**config.mk**
```make
export PLATFORM = sky130hd
export DESIGN_NAME = spnp_ram
export DESIGN_NICKNAME = d
export VERILOG_FILES = /design/src/rtl/spnp_ram.sv
export SDC_FILE = /design/constraint.sdc
export NUM_CORES = 1
export LEC_CHECK = 0
export BUFFER_PORTS_ARGS = -buffer_cell sky130_fd_sc_hd__buf_2
export CAP_MARGIN = 30
export CORE_MARGIN = 2
export CORE_UTILIZATION = 60
export DETAILED_ROUTE_END_ITERATION = 16
export GPL_TIMING_DRIVEN = 0
export PLACE_DENSITY = 0.75
export SLEW_MARGIN = 20
export SYNTH_ARGS = -nofsm -noshare
export SYNTH_HDL_FRONTEND = slang
export SYNTH_SLANG_ARGS = --single-unit
```
**constraint.sdc**
```tcl
create_clock -name clock -period 2.25 [get_ports clock]
set_clock_uncertainty 0.1 [all_clocks]
set_input_delay 0.225 -clock clock [delete_from_list [all_inputs] [get_ports clock]]
set_output_delay 0.225 -clock clock [all_outputs]
set_load 0.05 [all_outputs]
```
**src/rtl/spnp_ram.sv**
```systemverilog
// Generic simple dual-port RAM: one write port, one read port, registered read.
// No dependencies.
`default_nettype none

module spnp_ram #(
   parameter int WIDTH = 8,
   parameter int DEPTH = 16
) (
   input  wire logic                     clock,
   input  wire logic                     wr_en,
   input  wire logic [$clog2(DEPTH)-1:0] wr_addr,
   input  wire logic [WIDTH-1:0]         wr_data,
   input  wire logic                     rd_en,
   input  wire logic [$clog2(DEPTH)-1:0] rd_addr,
   output logic      [WIDTH-1:0]         rd_data
);

   logic [WIDTH-1:0] mem_ff [DEPTH];
   logic [WIDTH-1:0] rd_data_ff;

   always_ff @(posedge clock) begin
      if (wr_en) begin
         mem_ff[wr_addr] <= wr_data;
      end
      if (rd_en) begin
         rd_data_ff <= mem_ff[rd_addr];
      end
   end

   assign rd_data = rd_data_ff;

endmodule

`default_nettype wire

```
==> metrics.txt, run 1 <==
status finished, final reports clean; Area Overhead vs Synth 16.99%; CTS tree yes; Die H 97.34 um; CP Class reg -> reg; Crit Path Max Fanout 1; starting density of the core about three fifths; Cell Count, Final, Fillers Out roughly 400; clock sinks around 140; I/O pin cnt 27; RSZ-0062 raised after global routing no; crit path launch type flop; Die Wd around 97 um; largest net degree at the start of global routing 17; Clock Path Buffers 2; Pleak 2.047 nW; ant diodes 0; most common cell after layout, fill and taps aside edfxtp_1; fin nets slightly below 300; R2R setup slack 0.62 ns; H-tree levels 4; clock-pin slew of the registers on the worst-case setup and hold paths roughly 0.06 ns; slowest CP cell mux4_1; share of layout cells above drive strength 1 a little under a third; Final GP Congestion slightly below 0.7; r2r worst-path depth 3; Unique masters post-synth 18; Iter 0 DRT Violations 252; Hold Vio Cnt, Final 0; gr ovfl total 0; max-slew violation count 0; CP Cell Sequence mux4_1, a22oi_1, nand2_1; DP Area between 5000 and 6000 um^2; # port buffers 25; routed vias about 2500; total die area 9475 um^2; Ys Warns 0; Max-Cap Viols 0; RR Endpoint rd_data[0]; Post-CTS Setup Inserts 0; Hold Crit Class in -> reg; sequential power share 49.7%; FF+latch count, synth around 140; Worst R2R Start mem_ff[4][0]; initial antenna violation count 0; syn nets approximately 250; Final period util between 70% and 80%; crit path capture type flop; Core Region about 8600 um^2; Sw Ratio a little over a fifth; Avg WL per Cell about 25 um; Vias/cell slightly above 6; Power Internal around 4.5 mW; post-DP HPWL 6026 um; Pwr per Cell Area between 900 and 1000 nW/um^2; WL final just under 10000 um; minimum clock period between 1.5 and 2 ns; cell accounting for the most synthesized area edfxtp_1; Post-Synthesis Cell Area approximately 5200 um^2; Max transition margin between 40% and 50%; Post-Synthesis Cells 229; clock latency on the worst-skew pair just over 0.5 ns; Finished Cell Area 6116 um^2; Worst Setup EP rd_data[0]; first-pass GRT wire length approximately 15000 um; Inst Count DP ~360; crit path from mem_ff[4][0]; most frequent cells in the layout 136 x edfxtp_1, 28 x buf_2, 18 x mux4_2; register area share after synthesis 78.12%; area share of the largest cell type after synthesis 78.12%; Cell Rows 34; Comb pwr share under 10%; Worst Tran Pin Value between 0.7 and 0.8 ns; Final setup viols 0; Sw Pwr roughly 1.2 mW; Root Buffer clkbuf_8; fmax between 0.6 and 0.7 GHz; mean post-synth cell area about 23 um^2; vias in the first global route 2487; largest cells by area after synthesis edfxtp_1 78%, mux4_2 7.8%, mux4_1 7.0%; critical path required time 2.40 ns; crit-path max cell delay between 0.5 and 0.6 ns; clock share of power about 45%; WP data arrival 1.78 ns; DR pass1 iterations 5; DRC viols 0; CTS Buf Count 17; ANT nets after route 0; gr usage total approximately 22%; Peak supply drop around 0.41 mV
stage by stage:
| step | utilization (%) | setup TNS (ns) | hold slack, ns | setup WS, ns | power (mW) |
|---|---|---|---|---|---|
| floorplan | - | 0 | 0.2239 | 0.4321 | 3.106 |
| global placement | 63.86 | -0.9628 | 0.4665 | -0.1206 | 3.214 |
| detailed placement | 64.09 | 0 | 0.4869 | 0.2223 | 3.230 |
| CTS | 71.17 | 0 | 0.001594 | 0.6127 | 5.810 |
| global route | 71.17 | 0 | 0.01031 | 0.5705 | 5.936 |
| finish | 71.17 | 0 | 0.02091 | 0.6207 | 5.774 |
cells in the mapped netlist:
master	instances
edfxtp_1	136
mux4_2	18
a22oi_1	16
mux4_1	14
nor2_1	13
nand2_1	9
nor3_1	4
buf_2	3
buf_6	3
clkdlybuf4s25_2	3
nand2b_1	2
nand3b_1	2
and2_1	1
and2b_1	1
buf_4	1
nand3_1	1
nor2b_1	1
or3b_2	1
routing by layer:
| layer | up-vias | share of wire [%] | routed length (um) | track usage [%] |
|---|---|---|---|---|
| met5 | - | 0 | 0 | 0 |
| met4 | 0 | 1.8 | 180 | 9.081 |
| met3 | 13 | 9.0 | 875 | 5.108 |
| met2 | 123 | 50 | 4846 | 33.87 |
| met1 | 1257 | 39 | 3853 | 32.05 |
| li1 | 1079 | - | - | - |
final cells by class:
| cell class | instances | area [um^2] |
|---|---|---|
| plain buffers | 10 | 86.33 |
| clock buffers | 17 | 414.1 |
| clock inverters | 15 | 153.9 |
| fillers | 503 | 2477 |
| multi-input cells | 83 | 1077 |
| flip-flops and latches | 136 | 4084 |
| well taps | 108 | 135.1 |
| repair buffers | 29 | 165.2 |
flip-flops by register name, summed over array words and instances, names as in the netlist:
name,cells
mem_ff,128
rd_data,8
critical path: cells and delay by family (launching register included):
| kind | cells | cell delay, ns |
|---|---|---|
| compound gates | 1 | 0.24 |
| flops | 1 | 0.37 |
| mux | 1 | 0.57 |
| simple gates | 1 | 0.09 |
how the worst min path moves through the flow:
stage / start / endpoint / slack [ns] / cells after the start
detailed placement: rd_en / rd_data[5] / 0.49 / 1
finish: wr_data[2] / mem_ff[12][2] / 0.02 / 1
global placement: rd_en / rd_data[2] / 0.47 / 1
floorplan: wr_data[0] / mem_ff[0][0] / 0.22 / 0
CTS: wr_data[4] / mem_ff[5][4] / 0.002 / 1
global route: wr_data[4] / mem_ff[4][4] / 0.01 / 1
timing repair:
item                      in CTS  in global routing
hold endpoints to repair      38                  0
gates resized for setup        0                  0
hold buffers                   4                  0
power by group through the flow:
| stage | Sequential (mW) | Combinational [mW] | Clock [mW] |
|---|---|---|---|
| finish | 2.87 | 0.315 | 2.59 |
| global route | 2.87 | 0.335 | 2.73 |
| CTS | 2.87 | 0.318 | 2.62 |
| detailed placement | 2.92 | 0.309 | 0 |
| global placement | 2.92 | 0.298 | 0 |
| floorplan | 2.96 | 0.144 | 0 |
cells by family (layout without fill, tap and decap cells):
logic type	after synthesis	in the layout	share of synthesized area, %
AND/OR/NAND/NOR	35	35	3.136
AO/OA/AOI/OAI	16	16	2.298
multiplexers	32	32	14.79
buffers and inverters	10	71	1.651
flip-flops	136	136	78.12
No activity file was read; power rests on OpenSTA's default activity.
==> inputs of run 2 (changes only) <==
--- a/config.mk
+++ b/config.mk
@@ -8,10 +8,10 @@
 export BUFFER_PORTS_ARGS = -buffer_cell sky130_fd_sc_hd__buf_2
 export CAP_MARGIN = 30
 export CORE_MARGIN = 2
-export CORE_UTILIZATION = 60
+export CORE_UTILIZATION = 54
 export DETAILED_ROUTE_END_ITERATION = 16
 export GPL_TIMING_DRIVEN = 0
-export PLACE_DENSITY = 0.75
+export PLACE_DENSITY = 0.71
 export SLEW_MARGIN = 20
 export SYNTH_ARGS = -nofsm -noshare
 export SYNTH_HDL_FRONTEND = slang
==> constraint.sdc (replaced) <==
create_clock -name clock -period 1.45 [get_ports clock]
set_clock_uncertainty 0.1 [all_clocks]
set_input_delay 0.145 -clock clock [delete_from_list [all_inputs] [get_ports clock]]
set_output_delay 0.145 -clock clock [all_outputs]
set_load 0.05 [all_outputs]
==> run 2 against run 1 <==
The flow now finishes with violations (negative setup slack). Utilization down 4.9 points. Critical endpoint unchanged. Largest cell class unchanged. First-iteration DRC count is 13% higher. Clock-buffer cell count rose by 3. Sequential share of layout area decreased by 0.74 points.
==> metrics.txt, run 2 (synthesis gave the netlist of run 1 again) <==
status finished with violations; failing checks negative setup slack; Max-Cap Viols 0; clock-pin slew of the registers on the worst-case setup and hold paths 0.06 ns; Final setup viols 8; Max transition margin between 40 and 50%; gr usage total a little over a fifth; fmax around 0.65 GHz; Post-CTS Setup Inserts 0; area of the multi-input gates around 1100 um^2; Crit Path Max Fanout 1; clock sinks 136; Hold Crit Class in -> reg; pre-CTS setup slack -0.4782 ns; Pwr per Cell Area around 1400 nW/um^2; crit-path max cell delay around 0.49 ns; Hold Vio Cnt, Final 0; ant diodes 0; hold path depth 2; most common cell after layout, fill and taps aside edfxtp_1; DRC viols 0; crit path capture type flop; Die Wd approximately 100 um; starting density of the core a little under three fifths; RSZ-0062 raised after global routing yes; critical path required time ~1.6 ns; Peak supply drop 0.9644 mV; most frequent cells in the layout 136 x edfxtp_1, 32 x mux4_2, 28 x buf_2; Pleak 2.016 nW; CP Cell Sequence mux4_2, a22oi_2, nand2_1; Root Buffer clkbuf_8; WP data arrival between 1.5 and 2 ns; routed vias roughly 2400; Worst Tran Pin Value roughly 0.81 ns; largest net degree at the start of global routing 17; I/O pin cnt 27; Iter 0 DRT Violations 286; initial antenna violation count 0; R2R setup slack -0.1 ns; gr ovfl total 0; setup ws final -0.09834 ns; FF+latch area between 4000 and 5000 um^2; Most flops, register mem_ff; max FFs per register 128; crit path launch type flop; Die H a little over 100 um; Clock Path Buffers 2; Vias/cell approximately 5.7; Final GP Congestion just over 0.7; Area Overhead vs Synth 18.31%; WL final 9602 um; Post-Route Utilization approximately two thirds; clock latency on the worst-skew pair ~0.51 ns; total die area around 10000 um^2; # port buffers 25; DR pass1 iterations 6; r2r worst-path depth 3; Final period util 106.8%; Avg WL per Cell between 20 and 25 um; # fillers between 500 and 600; slowest CP cell mux4_2; Cell Rows 35; max-slew violation count 0; Core Region 9328 um^2; H-tree levels 4; CTS tree yes; share of layout cells above drive strength 1 between 30% and 40%; post-DP HPWL around 6000 um; vias in the first global route ~2500; fin nets around 300; CTS Buf Count 17; first-pass GRT wire length approximately 15000 um; ANT nets after route 0; minimum clock period approximately 1.5 ns; CP Class reg -> reg
-- run 2: cell count changes in the layout (fill, tap and decap cells not counted), moves of 2 or more --
cell,delta
mux4_1,-14
mux4_2,+14
a22oi_1,-8
a22oi_2,+8
dlygate4sd3_1,+5
clkinv_4,-4
buf_12,+3
buf_6,-3
clkbuf_1,+3
clkinv_2,+2
inv_6,-2
-- run 2: final timing paths --
path,end,startpoint
worst min-delay path,mem_ff[0][3],wr_addr[1]
worst max-delay path,rd_data[0],mem_ff[3][0]
worst max register to register,rd_data[0],mem_ff[3][0]
worst min register to register,rd_data[2],mem_ff[10][2]
-- run 2: area by class of cell --
| type | instances | area share [%] |
|---|---|---|
| buffer | 10 | 1.942 |
| clock buffer | 20 | 6.878 |
| clock inverter | 11 | 1.740 |
| multi-input combinational | 83 | 17.32 |
| sequential | 136 | 66.03 |
| tap | 129 | 2.610 |
| timing repair buffer | 34 | 3.480 |
-- run 2: what timing repair did --
action,4_1_cts,5_1_grt
resized for setup,6,4
endpoints found under the hold margin,136,0
pin swaps,5,2
setup endpoints to repair,8,16
hold buffers,9,0
gates cloned,0,0
-- run 2: report_power, final --
group          switching [mW]  internal (mW)  leakage [nW]
clock                    1.45           2.40         0.259
combinational           0.323          0.209         0.520
sequential             0.0202           4.43          1.24
-- run 2: metrics by stage --
step | cells | hold slack [ns] | power, mW | setup TNS [ns] | area [um^2]
floorplan | 229 | 0.1439 | 4.841 | -1.823 | 5218
detailed placement | 383 | 0.3927 | 5.030 | -31.99 | 5519
global route | 423 | 0.04092 | 9.110 | -0.7665 | 6185
CTS | 423 | 0.02920 | 8.906 | -0.6215 | 6163
finish | 423 | 0.04519 | 8.841 | -0.4923 | 6185
global placement | 383 | 0.3799 | 5.011 | -38.88 | 5504
-- run 2: per-layer routing --
metal | wire length (um) | track usage, % | vias to the layer above
li1 | - | - | 1075
met1 | 3899 | 29.71 | 1236
met2 | 4834 | 31.53 | 105
met3 | 755 | 5.198 | 6
met4 | 112 | 10.15 | 0
met5 | 0 | 0 | -
-- run 2: critical path, delay by kind of cell (launching register included) --
family          cells  cell delay [ns]
mux                 1             0.49
flops               1             0.38
simple gates        1             0.09
compound gates      1             0.23
